`config.mk`:
```
export PLATFORM = sky130hd
export DESIGN_NAME = aging_neighbor_table
export DESIGN_NICKNAME = d
export VERILOG_FILES = /design/src/sv/ant_pkg.sv /design/src/sv/ant_store.sv /design/src/sv/ant_modulo.sv /design/src/sv/aging_neighbor_table.sv
export SDC_FILE = /design/constraint.sdc
export NUM_CORES = 1
export LEC_CHECK = 0
export BUFFER_PORTS_ARGS = -buffer_cell sky130_fd_sc_hd__buf_2
export CAP_MARGIN = 25
export CORE_ASPECT_RATIO = 0.5
export CORE_MARGIN = 3
export CORE_UTILIZATION = 45
export CTS_CLUSTER_DIAMETER = 40
export DETAILED_ROUTE_END_ITERATION = 7
export SETUP_SLACK_MARGIN = 0.1
export SYNTH_ARGS = -nofsm -noshare
export SYNTH_HDL_FRONTEND = slang
export SYNTH_HIERARCHICAL = 1
export SYNTH_SLANG_ARGS = --single-unit
export TNS_END_PERCENT = 10
```
`constraint.sdc`:
```
create_clock -name clock -period 7.75 [get_ports clock]
set_input_delay 1.55 -clock clock [delete_from_list [all_inputs] [get_ports clock]]
set_output_delay 1.55 -clock clock [all_outputs]
set_load 0.005 [all_outputs]
```
`src/sv/ant_pkg.sv`:
```
// Shared types, codes and constants of the aging neighbor table.
package ant_pkg;

   localparam int DATA_W          = 16;
   localparam int STATUS_W        = 3;
   localparam int COUNT_OUT_W     = 5;
   localparam int STEP_W          = $clog2(DATA_W + 1);
   localparam int MAX_ENTRIES_DEF = 16;
   localparam logic [DATA_W-1:0] TIMEOUT_RESET = 16'd3600;

   typedef enum logic [1:0] {
      OP_ANNOUNCE = 2'd0,
      OP_FORWARD  = 2'd1,
      OP_TICK     = 2'd2
   } op_type;

   typedef enum logic [STATUS_W-1:0] {
      STATUS_REFRESHED = 3'd0,
      STATUS_ADDED     = 3'd1,
      STATUS_DROPPED   = 3'd2,
      STATUS_FORWARDED = 3'd3,
      STATUS_NONE      = 3'd4,
      STATUS_TICK      = 3'd5
   } status_type;

   typedef enum logic [2:0] {
      ST_IDLE,
      ST_ANNOUNCE,
      ST_TICK,
      ST_DIVIDE,
      ST_FETCH,
      ST_DONE
   } state_type;

endpackage

```
`src/sv/ant_store.sv`:
```
// Entry memory: neighbor addresses and countdowns, one write and one registered read port.
module ant_store
   import ant_pkg::*;
#(
   parameter int MAX_ENTRIES = MAX_ENTRIES_DEF
) (
   input  logic                            clock,
   input  logic                            wr_addr_en,
   input  logic                            wr_cnt_en,
   input  logic [$clog2(MAX_ENTRIES)-1:0]  wr_idx,
   input  logic [DATA_W-1:0]               wr_addr,
   input  logic [DATA_W-1:0]               wr_cnt,
   input  logic [$clog2(MAX_ENTRIES)-1:0]  rd_idx,
   output logic [DATA_W-1:0]               rd_addr,
   output logic [DATA_W-1:0]               rd_cnt
);

   logic [DATA_W-1:0] addr_mem_ff [MAX_ENTRIES];
   logic [DATA_W-1:0] cnt_mem_ff  [MAX_ENTRIES];
   logic [DATA_W-1:0] rd_addr_ff;
   logic [DATA_W-1:0] rd_cnt_ff;

   always_ff @(posedge clock) begin
      if (wr_addr_en) begin
         addr_mem_ff[wr_idx] <= wr_addr;
      end
      rd_addr_ff <= addr_mem_ff[rd_idx];
   end

   always_ff @(posedge clock) begin
      if (wr_cnt_en) begin
         cnt_mem_ff[wr_idx] <= wr_cnt;
      end
      rd_cnt_ff <= cnt_mem_ff[rd_idx];
   end

   assign rd_addr = rd_addr_ff;
   assign rd_cnt  = rd_cnt_ff;

endmodule

```
`src/sv/ant_modulo.sv`:
```
// Bit-serial restoring remainder unit: one dividend bit per cycle.
module ant_modulo
   import ant_pkg::*;
#(
   parameter int CNT_W = 5
) (
   input  logic              clock,
   input  logic              reset,
   input  logic              start,
   input  logic [DATA_W-1:0] dividend,
   input  logic [CNT_W-1:0]  divisor,
   output logic              done,
   output logic [CNT_W-1:0]  remainder
);

   logic              busy_ff, busy_in;
   logic              done_ff, done_in;
   logic [STEP_W-1:0] step_ff, step_in;
   logic [DATA_W-1:0] shift_ff, shift_in;
   logic [CNT_W-1:0]  rem_ff, rem_in;
   logic [CNT_W-1:0]  divisor_ff, divisor_in;
   logic [CNT_W:0]    trial;

   always_comb begin
      busy_in    = busy_ff;
      done_in    = 1'b0;
      step_in    = step_ff;
      shift_in   = shift_ff;
      rem_in     = rem_ff;
      divisor_in = divisor_ff;
      trial      = {rem_ff, shift_ff[DATA_W-1]};
      if (start) begin
         busy_in    = 1'b1;
         step_in    = STEP_W'(DATA_W);
         shift_in   = dividend;
         rem_in     = '0;
         divisor_in = divisor;
      end else if (busy_ff) begin
         // The partial remainder stays below the divisor, so one subtract suffices.
         if (trial >= {1'b0, divisor_ff}) begin
            rem_in = CNT_W'(trial - {1'b0, divisor_ff});
         end else begin
            rem_in = trial[CNT_W-1:0];
         end
         shift_in = {shift_ff[DATA_W-2:0], 1'b0};
         step_in  = step_ff - STEP_W'(1);
         if (step_ff == STEP_W'(1)) begin
            busy_in = 1'b0;
            done_in = 1'b1;
         end
      end
   end

   always_ff @(posedge clock) begin
      if (reset) begin
         busy_ff <= 1'b0;
         done_ff <= 1'b0;
      end else begin
         busy_ff <= busy_in;
         done_ff <= done_in;
      end
   end

   always_ff @(posedge clock) begin
      step_ff    <= step_in;
      shift_ff   <= shift_in;
      rem_ff     <= rem_in;
      divisor_ff <= divisor_in;
   end

   assign done      = done_ff;
   assign remainder = rem_ff;

endmodule

```
`src/sv/aging_neighbor_table.sv`:
```
// Aging neighbor table: an ordered list of neighbor addresses with per-entry tick countdowns.
// Request channel (req_valid/req_stall) carries announcements, forward requests and time
// ticks; each accepted transaction except an unused request type yields exactly one response
// transaction on rsp_valid/rsp_stall. The timeout register is written through csr_wr_en and
// csr_wr_data; the user must write it only while the block is idle, since the block itself
// does not enforce this. The sequencer walks the entry memory through its single registered
// read port, one entry per cycle. An announcement or a tick reads the live entries in turn
// (a refresh stops at the matching entry); a forward request first runs the 16 steps of the
// bit-serial remainder unit and then one memory read; a forward with an empty table goes
// straight to the response. The next request can be accepted in the same cycle that the
// response appears. req_stall is high while a transaction is in work.
// A response that waits on rsp_stall holds in the output register and does not block the
// next request; only a second finished result waits in the sequencer until the first leaves.
// Synchronous reset empties the table, sets the timeout to 3600 ticks and drops any pending
// response. The entry memory needs no clearing, since only live entries are ever read.
module aging_neighbor_table
   import ant_pkg::*;
#(
   parameter int MAX_ENTRIES = MAX_ENTRIES_DEF
) (
   input  logic                   clock,
   input  logic                   reset,
   input  logic                   req_valid,
   output logic                   req_stall,
   input  logic [1:0]             req_type,
   input  logic [DATA_W-1:0]      req_neighbor_addr,
   input  logic [DATA_W-1:0]      req_rand_value,
   output logic                   rsp_valid,
   input  logic                   rsp_stall,
   output logic [STATUS_W-1:0]    rsp_status,
   output logic [DATA_W-1:0]      rsp_next_hop,
   output logic [COUNT_OUT_W-1:0] rsp_entry_count,
   output logic [COUNT_OUT_W-1:0] rsp_expired_count,
   input  logic                   csr_wr_en,
   input  logic [DATA_W-1:0]      csr_wr_data
);

   localparam int IDX_W = $clog2(MAX_ENTRIES);
   localparam int CNT_W = $clog2(MAX_ENTRIES + 1);

   state_type        state_ff, state_in;
   logic [CNT_W-1:0] live_ff, live_in;
   logic [DATA_W-1:0] timeout_ff;
   logic [CNT_W-1:0] idx_ff, idx_in;
   logic [CNT_W-1:0] keep_ff, keep_in;
   logic [CNT_W-1:0] gone_ff, gone_in;
   logic             pend_ff, pend_in;
   logic [IDX_W-1:0] pend_idx_ff, pend_idx_in;
   logic [DATA_W-1:0] addr_ff, addr_in;
   status_type       res_status_ff, res_status_in;
   logic [DATA_W-1:0] res_hop_ff, res_hop_in;

   logic                   rsp_valid_ff, rsp_valid_in;
   logic [STATUS_W-1:0]    rsp_status_ff, rsp_status_in;
   logic [DATA_W-1:0]      rsp_next_hop_ff, rsp_next_hop_in;
   logic [COUNT_OUT_W-1:0] rsp_entry_count_ff, rsp_entry_count_in;
   logic [COUNT_OUT_W-1:0] rsp_expired_count_ff, rsp_expired_count_in;

   logic              wr_addr_en;
   logic              wr_cnt_en;
   logic [IDX_W-1:0]  wr_idx;
   logic [DATA_W-1:0] wr_addr;
   logic [DATA_W-1:0] wr_cnt;
   logic [IDX_W-1:0]  rd_idx;
   logic [DATA_W-1:0] rd_addr;
   logic [DATA_W-1:0] rd_cnt;

   logic              div_start;
   logic              div_done;
   logic [CNT_W-1:0]  div_rem;

   ant_store #(
      .MAX_ENTRIES(MAX_ENTRIES)
   ) u_store (
      .clock      (clock),
      .wr_addr_en (wr_addr_en),
      .wr_cnt_en  (wr_cnt_en),
      .wr_idx     (wr_idx),
      .wr_addr    (wr_addr),
      .wr_cnt     (wr_cnt),
      .rd_idx     (rd_idx),
      .rd_addr    (rd_addr),
      .rd_cnt     (rd_cnt)
   );

   ant_modulo #(
      .CNT_W(CNT_W)
   ) u_modulo (
      .clock     (clock),
      .reset     (reset),
      .start     (div_start),
      .dividend  (req_rand_value),
      .divisor   (live_ff),
      .done      (div_done),
      .remainder (div_rem)
   );

   always_comb begin
      state_in             = state_ff;
      live_in              = live_ff;
      idx_in               = idx_ff;
      keep_in              = keep_ff;
      gone_in              = gone_ff;
      pend_in              = 1'b0;
      pend_idx_in          = pend_idx_ff;
      addr_in              = addr_ff;
      res_status_in        = res_status_ff;
      res_hop_in           = res_hop_ff;
      rsp_valid_in         = rsp_valid_ff && rsp_stall;
      rsp_status_in        = rsp_status_ff;
      rsp_next_hop_in      = rsp_next_hop_ff;
      rsp_entry_count_in   = rsp_entry_count_ff;
      rsp_expired_count_in = rsp_expired_count_ff;
      wr_addr_en           = 1'b0;
      wr_cnt_en            = 1'b0;
      wr_idx               = live_ff[IDX_W-1:0];
      wr_addr              = addr_ff;
      wr_cnt               = timeout_ff;
      rd_idx               = idx_ff[IDX_W-1:0];
      div_start            = 1'b0;
      req_stall            = (state_ff != ST_IDLE);

      case (state_ff)
         ST_IDLE: begin
            if (req_valid) begin
               idx_in     = '0;
               keep_in    = '0;
               gone_in    = '0;
               res_hop_in = '0;
               case (op_type'(req_type))
                  OP_ANNOUNCE: begin
                     addr_in  = req_neighbor_addr;
                     state_in = ST_ANNOUNCE;
                  end
                  OP_FORWARD: begin
                     if (live_ff == '0) begin
                        res_status_in = STATUS_NONE;
                        state_in      = ST_DONE;
                     end else begin
                        div_start = 1'b1;
                        state_in  = ST_DIVIDE;
                     end
                  end
                  OP_TICK: begin
                     state_in = ST_TICK;
                  end
                  default: begin
                     state_in = ST_IDLE;
                  end
               endcase
            end
         end

         ST_ANNOUNCE: begin
            // Each cycle checks the entry read last cycle and issues the next read.
            if (pend_ff && (rd_addr == addr_ff)) begin
               wr_cnt_en     = 1'b1;
               wr_idx        = pend_idx_ff;
               res_status_in = STATUS_REFRESHED;
               state_in      = ST_DONE;
            end else if (idx_ff < live_ff) begin
               pend_in     = 1'b1;
               pend_idx_in = idx_ff[IDX_W-1:0];
               idx_in      = idx_ff + CNT_W'(1);
            end else if (live_ff >= CNT_W'(MAX_ENTRIES)) begin
               res_status_in = STATUS_DROPPED;
               state_in      = ST_DONE;
            end else begin
               wr_addr_en    = 1'b1;
               wr_cnt_en     = 1'b1;
               live_in       = live_ff + CNT_W'(1);
               res_status_in = STATUS_ADDED;
               state_in      = ST_DONE;
            end
         end

         ST_TICK: begin
            // Survivors are written back at the keep index, which never passes the read index.
            if (pend_ff) begin
               if (rd_cnt <= DATA_W'(1)) begin
                  gone_in = gone_ff + CNT_W'(1);
               end else begin
                  wr_addr_en = 1'b1;
                  wr_cnt_en  = 1'b1;
                  wr_idx     = keep_ff[IDX_W-1:0];
                  wr_addr    = rd_addr;
                  wr_cnt     = rd_cnt - DATA_W'(1);
                  keep_in    = keep_ff + CNT_W'(1);
               end
            end
            if (idx_ff < live_ff) begin
               pend_in = 1'b1;
               idx_in  = idx_ff + CNT_W'(1);
            end else begin
               live_in       = keep_in;
               res_status_in = STATUS_TICK;
               state_in      = ST_DONE;
            end
         end

         ST_DIVIDE: begin
            if (div_done) begin
               rd_idx   = div_rem[IDX_W-1:0];
               state_in = ST_FETCH;
            end
         end

         ST_FETCH: begin
            res_hop_in    = rd_addr;
            res_status_in = STATUS_FORWARDED;
            state_in      = ST_DONE;
         end

         ST_DONE: begin
            if (!rsp_valid_ff || !rsp_stall) begin
               rsp_valid_in       = 1'b1;
               rsp_status_in      = res_status_ff;
               rsp_next_hop_in    = res_hop_ff;
               rsp_entry_count_in = COUNT_OUT_W'(live_ff);
               if (res_status_ff == STATUS_TICK) begin
                  rsp_expired_count_in = COUNT_OUT_W'(gone_ff);
               end else begin
                  rsp_expired_count_in = '0;
               end
               state_in = ST_IDLE;
            end
         end

         default: begin
            state_in = ST_IDLE;
         end
      endcase
   end

   always_ff @(posedge clock) begin
      if (reset) begin
         state_ff     <= ST_IDLE;
         live_ff      <= '0;
         timeout_ff   <= TIMEOUT_RESET;
         pend_ff      <= 1'b0;
         rsp_valid_ff <= 1'b0;
      end else begin
         state_ff     <= state_in;
         live_ff      <= live_in;
         pend_ff      <= pend_in;
         rsp_valid_ff <= rsp_valid_in;
         if (csr_wr_en) begin
            timeout_ff <= csr_wr_data;
         end
      end
   end

   always_ff @(posedge clock) begin
      idx_ff               <= idx_in;
      keep_ff              <= keep_in;
      gone_ff              <= gone_in;
      pend_idx_ff          <= pend_idx_in;
      addr_ff              <= addr_in;
      res_status_ff        <= res_status_in;
      res_hop_ff           <= res_hop_in;
      rsp_status_ff        <= rsp_status_in;
      rsp_next_hop_ff      <= rsp_next_hop_in;
      rsp_entry_count_ff   <= rsp_entry_count_in;
      rsp_expired_count_ff <= rsp_expired_count_in;
   end

   assign rsp_valid         = rsp_valid_ff;
   assign rsp_status        = rsp_status_ff;
   assign rsp_next_hop      = rsp_next_hop_ff;
   assign rsp_entry_count   = rsp_entry_count_ff;
   assign rsp_expired_count = rsp_expired_count_ff;

endmodule

```
Word level (Yosys, flattened, before mapping)
Memory sizes are Yosys's and may differ from the RTL's. A register that Yosys moved wholly into a read port is not among the register bits.
Cells that the tools add are included.

word-level totals
  input bits = 55
  memories kept = 2
  word-level logic and storage cells = 158
  output and inout bits = 31
  register bits after elaboration = 142
  RAM bits = 512

memory list
  name                 depth  bits a word  rd ports  clocked after Yosys merged registers in  wr ports  RTL line         RTL
  u_store.addr_mem_ff  16     16           1         1                                        1         ant_store.sv:18  logic [DATA_W-1:0] addr_mem_ff [MAX_ENTRIES];
  u_store.cnt_mem_ff   16     16           1         1                                        1         ant_store.sv:19  logic [DATA_W-1:0] cnt_mem_ff [MAX_ENTRIES];

operators by class
  mux-type cells = 73
  bitwise operators = 2
  equal/unequal tests = 22
  reductions and logical operators = 26
  $lt $le $gt $ge = 4
  $add $sub $neg = 7

operator list
  cell                                                   number
  two-way mux 16 bit                                     9
  two-way mux 5 bit                                      12
  two-way mux 3 bit                                      12
  one-hot mux 16 bit (2 select lines)                    1
  one-hot mux 5 bit (2 select lines)                     3
  two-way mux 1 bit                                      22
  adder 5 x 1 -> 5 bit (second input constant)           4
  two-way mux 4 bit                                      5
  != test 2 bit (second input constant)                  9
  one-hot mux 3 bit (6 select lines)                     1
  equality test 16 bit                                   1
  <= comparator 16 x 1 -> 1 bit (second input constant)  1
  subtractor 16 x 1 -> 16 bit (second input constant)    1
  one-hot mux 5 bit (3 select lines)                     1
  one-hot mux 3 bit (4 select lines)                     1
  AND reduction 3 bit                                    4
  equality test 3 bit (second input constant)            3
  one-hot mux 3 bit (3 select lines)                     1
  one-hot mux 4 bit (2 select lines)                     1
  nonzero test 2 bit                                     4
  equality test 3 x 2 -> 1 bit (second input constant)   2
  greater-or-equal comparator 6 x 5 -> 1 bit             1
  one-hot mux 1 bit (2 select lines)                     3
  AND reduction 2 bit                                    3
  other kinds (24)                                       29

Depth between registers and ports, before layout
  depth in word-level cells = 7
  mapped depth = 10
  depth with buffers taken out = 10

Modules after synthesis
The synthesis kept the hierarchy.

modules (own cells, without submodules)
  module                times used  cells each  area an instance (um2)  seq. area each (um2)
  ant_store             1           863         19935.4                 16015.4
  aging_neighbor_table  1           512         5507.8                  3012.9
  ant_modulo            1           115         1531.5                  870.8

Worst setup path before layout
OpenSTA, ideal clock, no wires.

  path type = register to register
  start point = register addr_ff[4]
  end point = memory u_store.addr_mem_ff[0][0], enable pin
  buffers on the path = 0
  data arrival time = 3.079 ns
  clock period less this slack = 3.468 ns
  data required time = 7.362 ns
  stages on the path, launching flop included = 9
  library setup time = 0.388 ns
  setup slack = 4.282 ns
  cells stage by stage = edfxtp_1 xnor2_1 nand3_1 or4_4 o21ai_4 nand2b_2 a221o_1 or3b_2 nor2_1

on the way
  elaborated cells between the ends (all ways) = 8
  classes of those cells = 1 x eq/ne; 6 x mux; 1 x reduce/logical

RTL lines
  item                                RTL line                     RTL
  from (decl)                         aging_neighbor_table.sv:49   logic [DATA_W-1:0] addr_ff, addr_in;
  from (signal assigned)              aging_neighbor_table.sv:258  addr_ff <= addr_in;
  equality test 16 bit                aging_neighbor_table.sv:156  if (pend_ff && (rd_addr == addr_ff)) begin
  logical AND 1 bit                   aging_neighbor_table.sv:156
  two-way mux 4 bit                   aging_neighbor_table.sv:156
  one-hot mux 4 bit (2 select lines)  aging_neighbor_table.sv:123  case (state_ff)
  net wr_idx[3]                       aging_neighbor_table.sv:61   logic [IDX_W-1:0] wr_idx;
  to (decl)                           ant_store.sv:18

The timed path passes the listed nets, and every way through them passes these cells.

Worst setup path after layout
  start point = register state_ff[1]
  end point = memory u_store.cnt_mem_ff[2][11], enable pin

on the way
  elaborated cells between the ends (all ways) = 6
  classes of those cells = 2 x eq/ne; 4 x mux

RTL lines
  item                                                                          RTL line                     RTL
  from (decl)                                                                   aging_neighbor_table.sv:41   state_type state_ff, state_in;
  from (signal assigned)                                                        aging_neighbor_table.sv:243  state_ff <= state_in;
  equality test 3 x 2 -> 1 bit or equality test 3 x 1 -> 1 bit (tied branches)  aging_neighbor_table.sv:123
  one-hot mux 4 bit (2 select lines) (*)                                        aging_neighbor_table.sv:123
  net wr_idx[0]                                                                 aging_neighbor_table.sv:61
  to (decl)                                                                     ant_store.sv:19

Mark *: on every way through the listed nets, which the timed path passes. The rest lies on a longest branch.

==> results.json <==
{
  "yosysSeqAreaShare": 0.738,
  "clock_latency_ps": 610,
  "antenna_left": 0,
  "min_to": "rsp_next_hop[14]$_DFFE_PP_",
  "vias": 13944,
  "grt_pass1_wl_um": 92000,
  "detail_route.wl_per_cell_um": 24.9,
  "drv_cap": 0,
  "grt_pass1_vias": 14376,
  "rsz0062_at_grt": "false",
  "tightestPinTransition_ps": 1030,
  "synth_seq_cells": 686,
  "slew_violations": 0,
  "crit_family": "simple AND/OR/NAND/NOR gates",
  "ys_types": 74,
  "finalCritPeriodShare": 0.578,
  "ys.flop_type": "edfxtp_1",
  "p_clk_frac": 0.276,
  "globalplace.congestion": 0.831,
  "syn-num-nets": 1564,
  "worst_ir_drop_vdd_mv": 0.246,
  "cts_resized": 0,
  "r2r_slack_ps": 3270,
  "fp-row-count": 62,
  "cp.required_ps": 7970,
  "status": "complete, no violations",
  "ys_warn_count": 6,
  "drc": 0,
  "drt_iter0_drc": 1369,
  "core-area_um2": 58300,
  "seq_power_share": 0.465,
  "r2r-start": "state_ff[1]$_SDFFE_PP0P_",
  "antenna_found_initial": 0,
  "hp-start": "res_hop_ff[14]$_SDFFCE_PN0P_",
  "synth_area_um2": 27000,
  "combinationalPowerShare": 0.259,
  "critPathKind": "reg -> reg",
  "finalSetupViolCount": 0,
  "internal_power_mw": 7.18,
  "ctsHoldBuffers": 0,
  "cts_buffers": 60,
  "path_cells": "nor2b_1, nand2b_1, nor2_2, nor3_1, a221o_1, nand2b_1, nor2_2",
  "portBuffers": 85,
  "crit_buf_inv": 0,
  "grt-ovfl-total": 0,
  "p_sw_mw": 3.15,
  "via_per_inst": 5.67,
  "grt_max_degree": 72,
  "hold_path_class": "reg -> reg",
  "synth_edf_count": 616,
  "relSlewSlack": 0.314,
  "cts_sinks": 686,
  "critPathMaxFanout": 21,
  "diodes": 0,
  "drive_gt1_frac": 0.252,
  "dieArea_um2": 63100,
  "slowest_delay_ps": 900,
  "leakage_nw": 10.1,
  "final_cell_mix": "edfxtp_1 (616), mux4_2 (128), nand2_1 (126)",
  "power.density_nw_per_um2": 339,
  "reg2regPathDepth": 7,
  "cts_max_level": 2,
  "cpMaxStageDelayCell": "nor2_2",
  "clock.fmax_ghz": 0.223,
  "period_needed_ps": 4480,
  "cts_tree": "done",
  "root_buffer": "clkbuf_16",
  "cp-start-kind": "register",
  "post_synth.cell_area_avg_um2": 18.1,
  "area_growth_pct": 12.9,
  "initial_core_util": 0.462,
  "wirelength_um": 61200,
  "io_pins": 86,
  "nets": 1681,
  "netlist_instances": 1490,
  "cts.path.max_buffers": 3,
  "die_h_um": 179,
  "setup-tns-final_ps": 0,
  "cts_setup_buffers": 0,
  "ys_async_sr_fraction": 0,
  "finClkSkew_ps": 25.1,
  "r2r-end": "u_store/cnt_mem_ff[2][11]$_DFFE_PP_",
  "clkSlewWorstSetupHoldPaths_ps": 60,
  "final_common_cell": "edfxtp_1",
  "min_path_cells": 0,
  "hold_viol_final": 0,
  "arrival_ps": 4700,
  "track_usage": 0.195,
  "fin_util": 0.522,
  "die_w_um": 352,
  "p_sw_frac": 0.305,
  "endpoint_kind": "register",
  "first_pass_iters": 6,
  "hpwlAfterDp_um": 39200
}
metal layers:
metal,global-route usage,up-vias,part of all wire
li1,-,6137,-
met1,0.281,7295,0.44
met2,0.320,434,0.48
met3,0.0315,78,0.061
met4,0.0358,0,0.015
met5,0,-,0
per-stage QoR:
stage          hold slack (ps)  instances  setup slack (ps)  cell area (um^2)  power (mW)
3_3_place_gp               409       2338              3560             28500        7.47
3_5_place_dp               408       2342              3310             28500        7.56
4_1_cts                    424       2455              3310             30400        10.4
2_1_floorplan              400       1490              4280             27000        6.65
5_1_grt                    434       2458              2970             30500        10.8
6_report                   422       2458              3270             30500        10.3
Yosys cell counts (all sizes together), types with 3 or more instances:
library cell,count,area share
a21o,5,0.0014
nand2,126,0.018
ha,18,0.0083
dfxtp,70,0.052
or3,3,0.00070
nor2,89,0.012
and2,28,0.0065
a31oi,4,0.00093
nor3b,3,0.00083
nor2b,10,0.0023
or2,5,0.0012
mux4,128,0.11
o211ai,4,0.0013
nand3b,4,0.0011
o22ai,3,0.00070
mux2i,23,0.0085
o21ai,27,0.0060
nor3,13,0.0032
a22oi,65,0.018
a21oi,12,0.0022
clkbuf,39,0.0054
xnor2,27,0.0088
inv,21,0.0029
nand4,8,0.0024
nor4,4,0.0012
a221o,4,0.0015
buf,33,0.0064
nand2b,12,0.0029
mux2,19,0.0079
nand3,8,0.0015
xor2,15,0.0049
a221oi,4,0.0022
edfxtp,616,0.69
a211oi,7,0.0023
state kept, by name, indices dropped and copies added (netlist names), 16 cells and up:
register / flops
timeout_ff: 16
addr_ff: 16
u_store/rd_cnt: 16
u_store/addr_mem_ff: 256
u_store/rd_addr: 16
u_modulo/shift_ff: 16
res_hop_ff: 16
u_store/cnt_mem_ff: 256
rsp_next_hop: 16
power by group through the flow:
stage | registers [mW] | logic (mW) | clock network (mW)
final | 4.81 | 2.67 | 2.85
after global routing | 4.84 | 2.89 | 3.05
after CTS | 4.81 | 2.69 | 2.90
after detailed placement | 4.88 | 2.68 | 0
after global placement | 4.87 | 2.60 | 0
after floorplan | 4.71 | 1.95 | 0
cell type report:
class | instances | area [um^2]
Sequential cell | 686 | 19900
Timing Repair Buffer | 127 | 818
Clock inverter | 38 | 260
Tap cell | 800 | 1000
Inverter | 21 | 78.8
Fill cell | 4678 | 27900
Clock buffer | 75 | 1610
Multi-Input combinational cell | 711 | 6790
worst max-delay path by stage:
stage	startpoint	to	cells past startpoint
final	state_ff[1]$_SDFFE_PP0P_	u_store/cnt_mem_ff[2][11]$_DFFE_PP_	7
after global routing	state_ff[1]$_SDFFE_PP0P_	u_store/cnt_mem_ff[2][0]$_DFFE_PP_	7
after CTS	state_ff[1]$_SDFFE_PP0P_	u_store/cnt_mem_ff[2][15]$_DFFE_PP_	7
after detailed placement	state_ff[1]$_SDFFE_PP0P_	u_store/cnt_mem_ff[2][1]$_DFFE_PP_	7
after global placement	state_ff[1]$_SDFFE_PP0P_	u_store/cnt_mem_ff[2][1]$_DFFE_PP_	7
after floorplan	addr_ff[4]$_DFFE_PP_	u_store/addr_mem_ff[0][0]$_DFFE_PP_	8
cell families after synthesis:
family          synth area share
xor+xnor                  0.0136
buf+inv                   0.0148
fa+ha+maj                0.00909
mux                        0.123
simple gates              0.0574
flops                      0.738
compound gates            0.0440
Note: power is estimated with default switching activity, not from simulation.
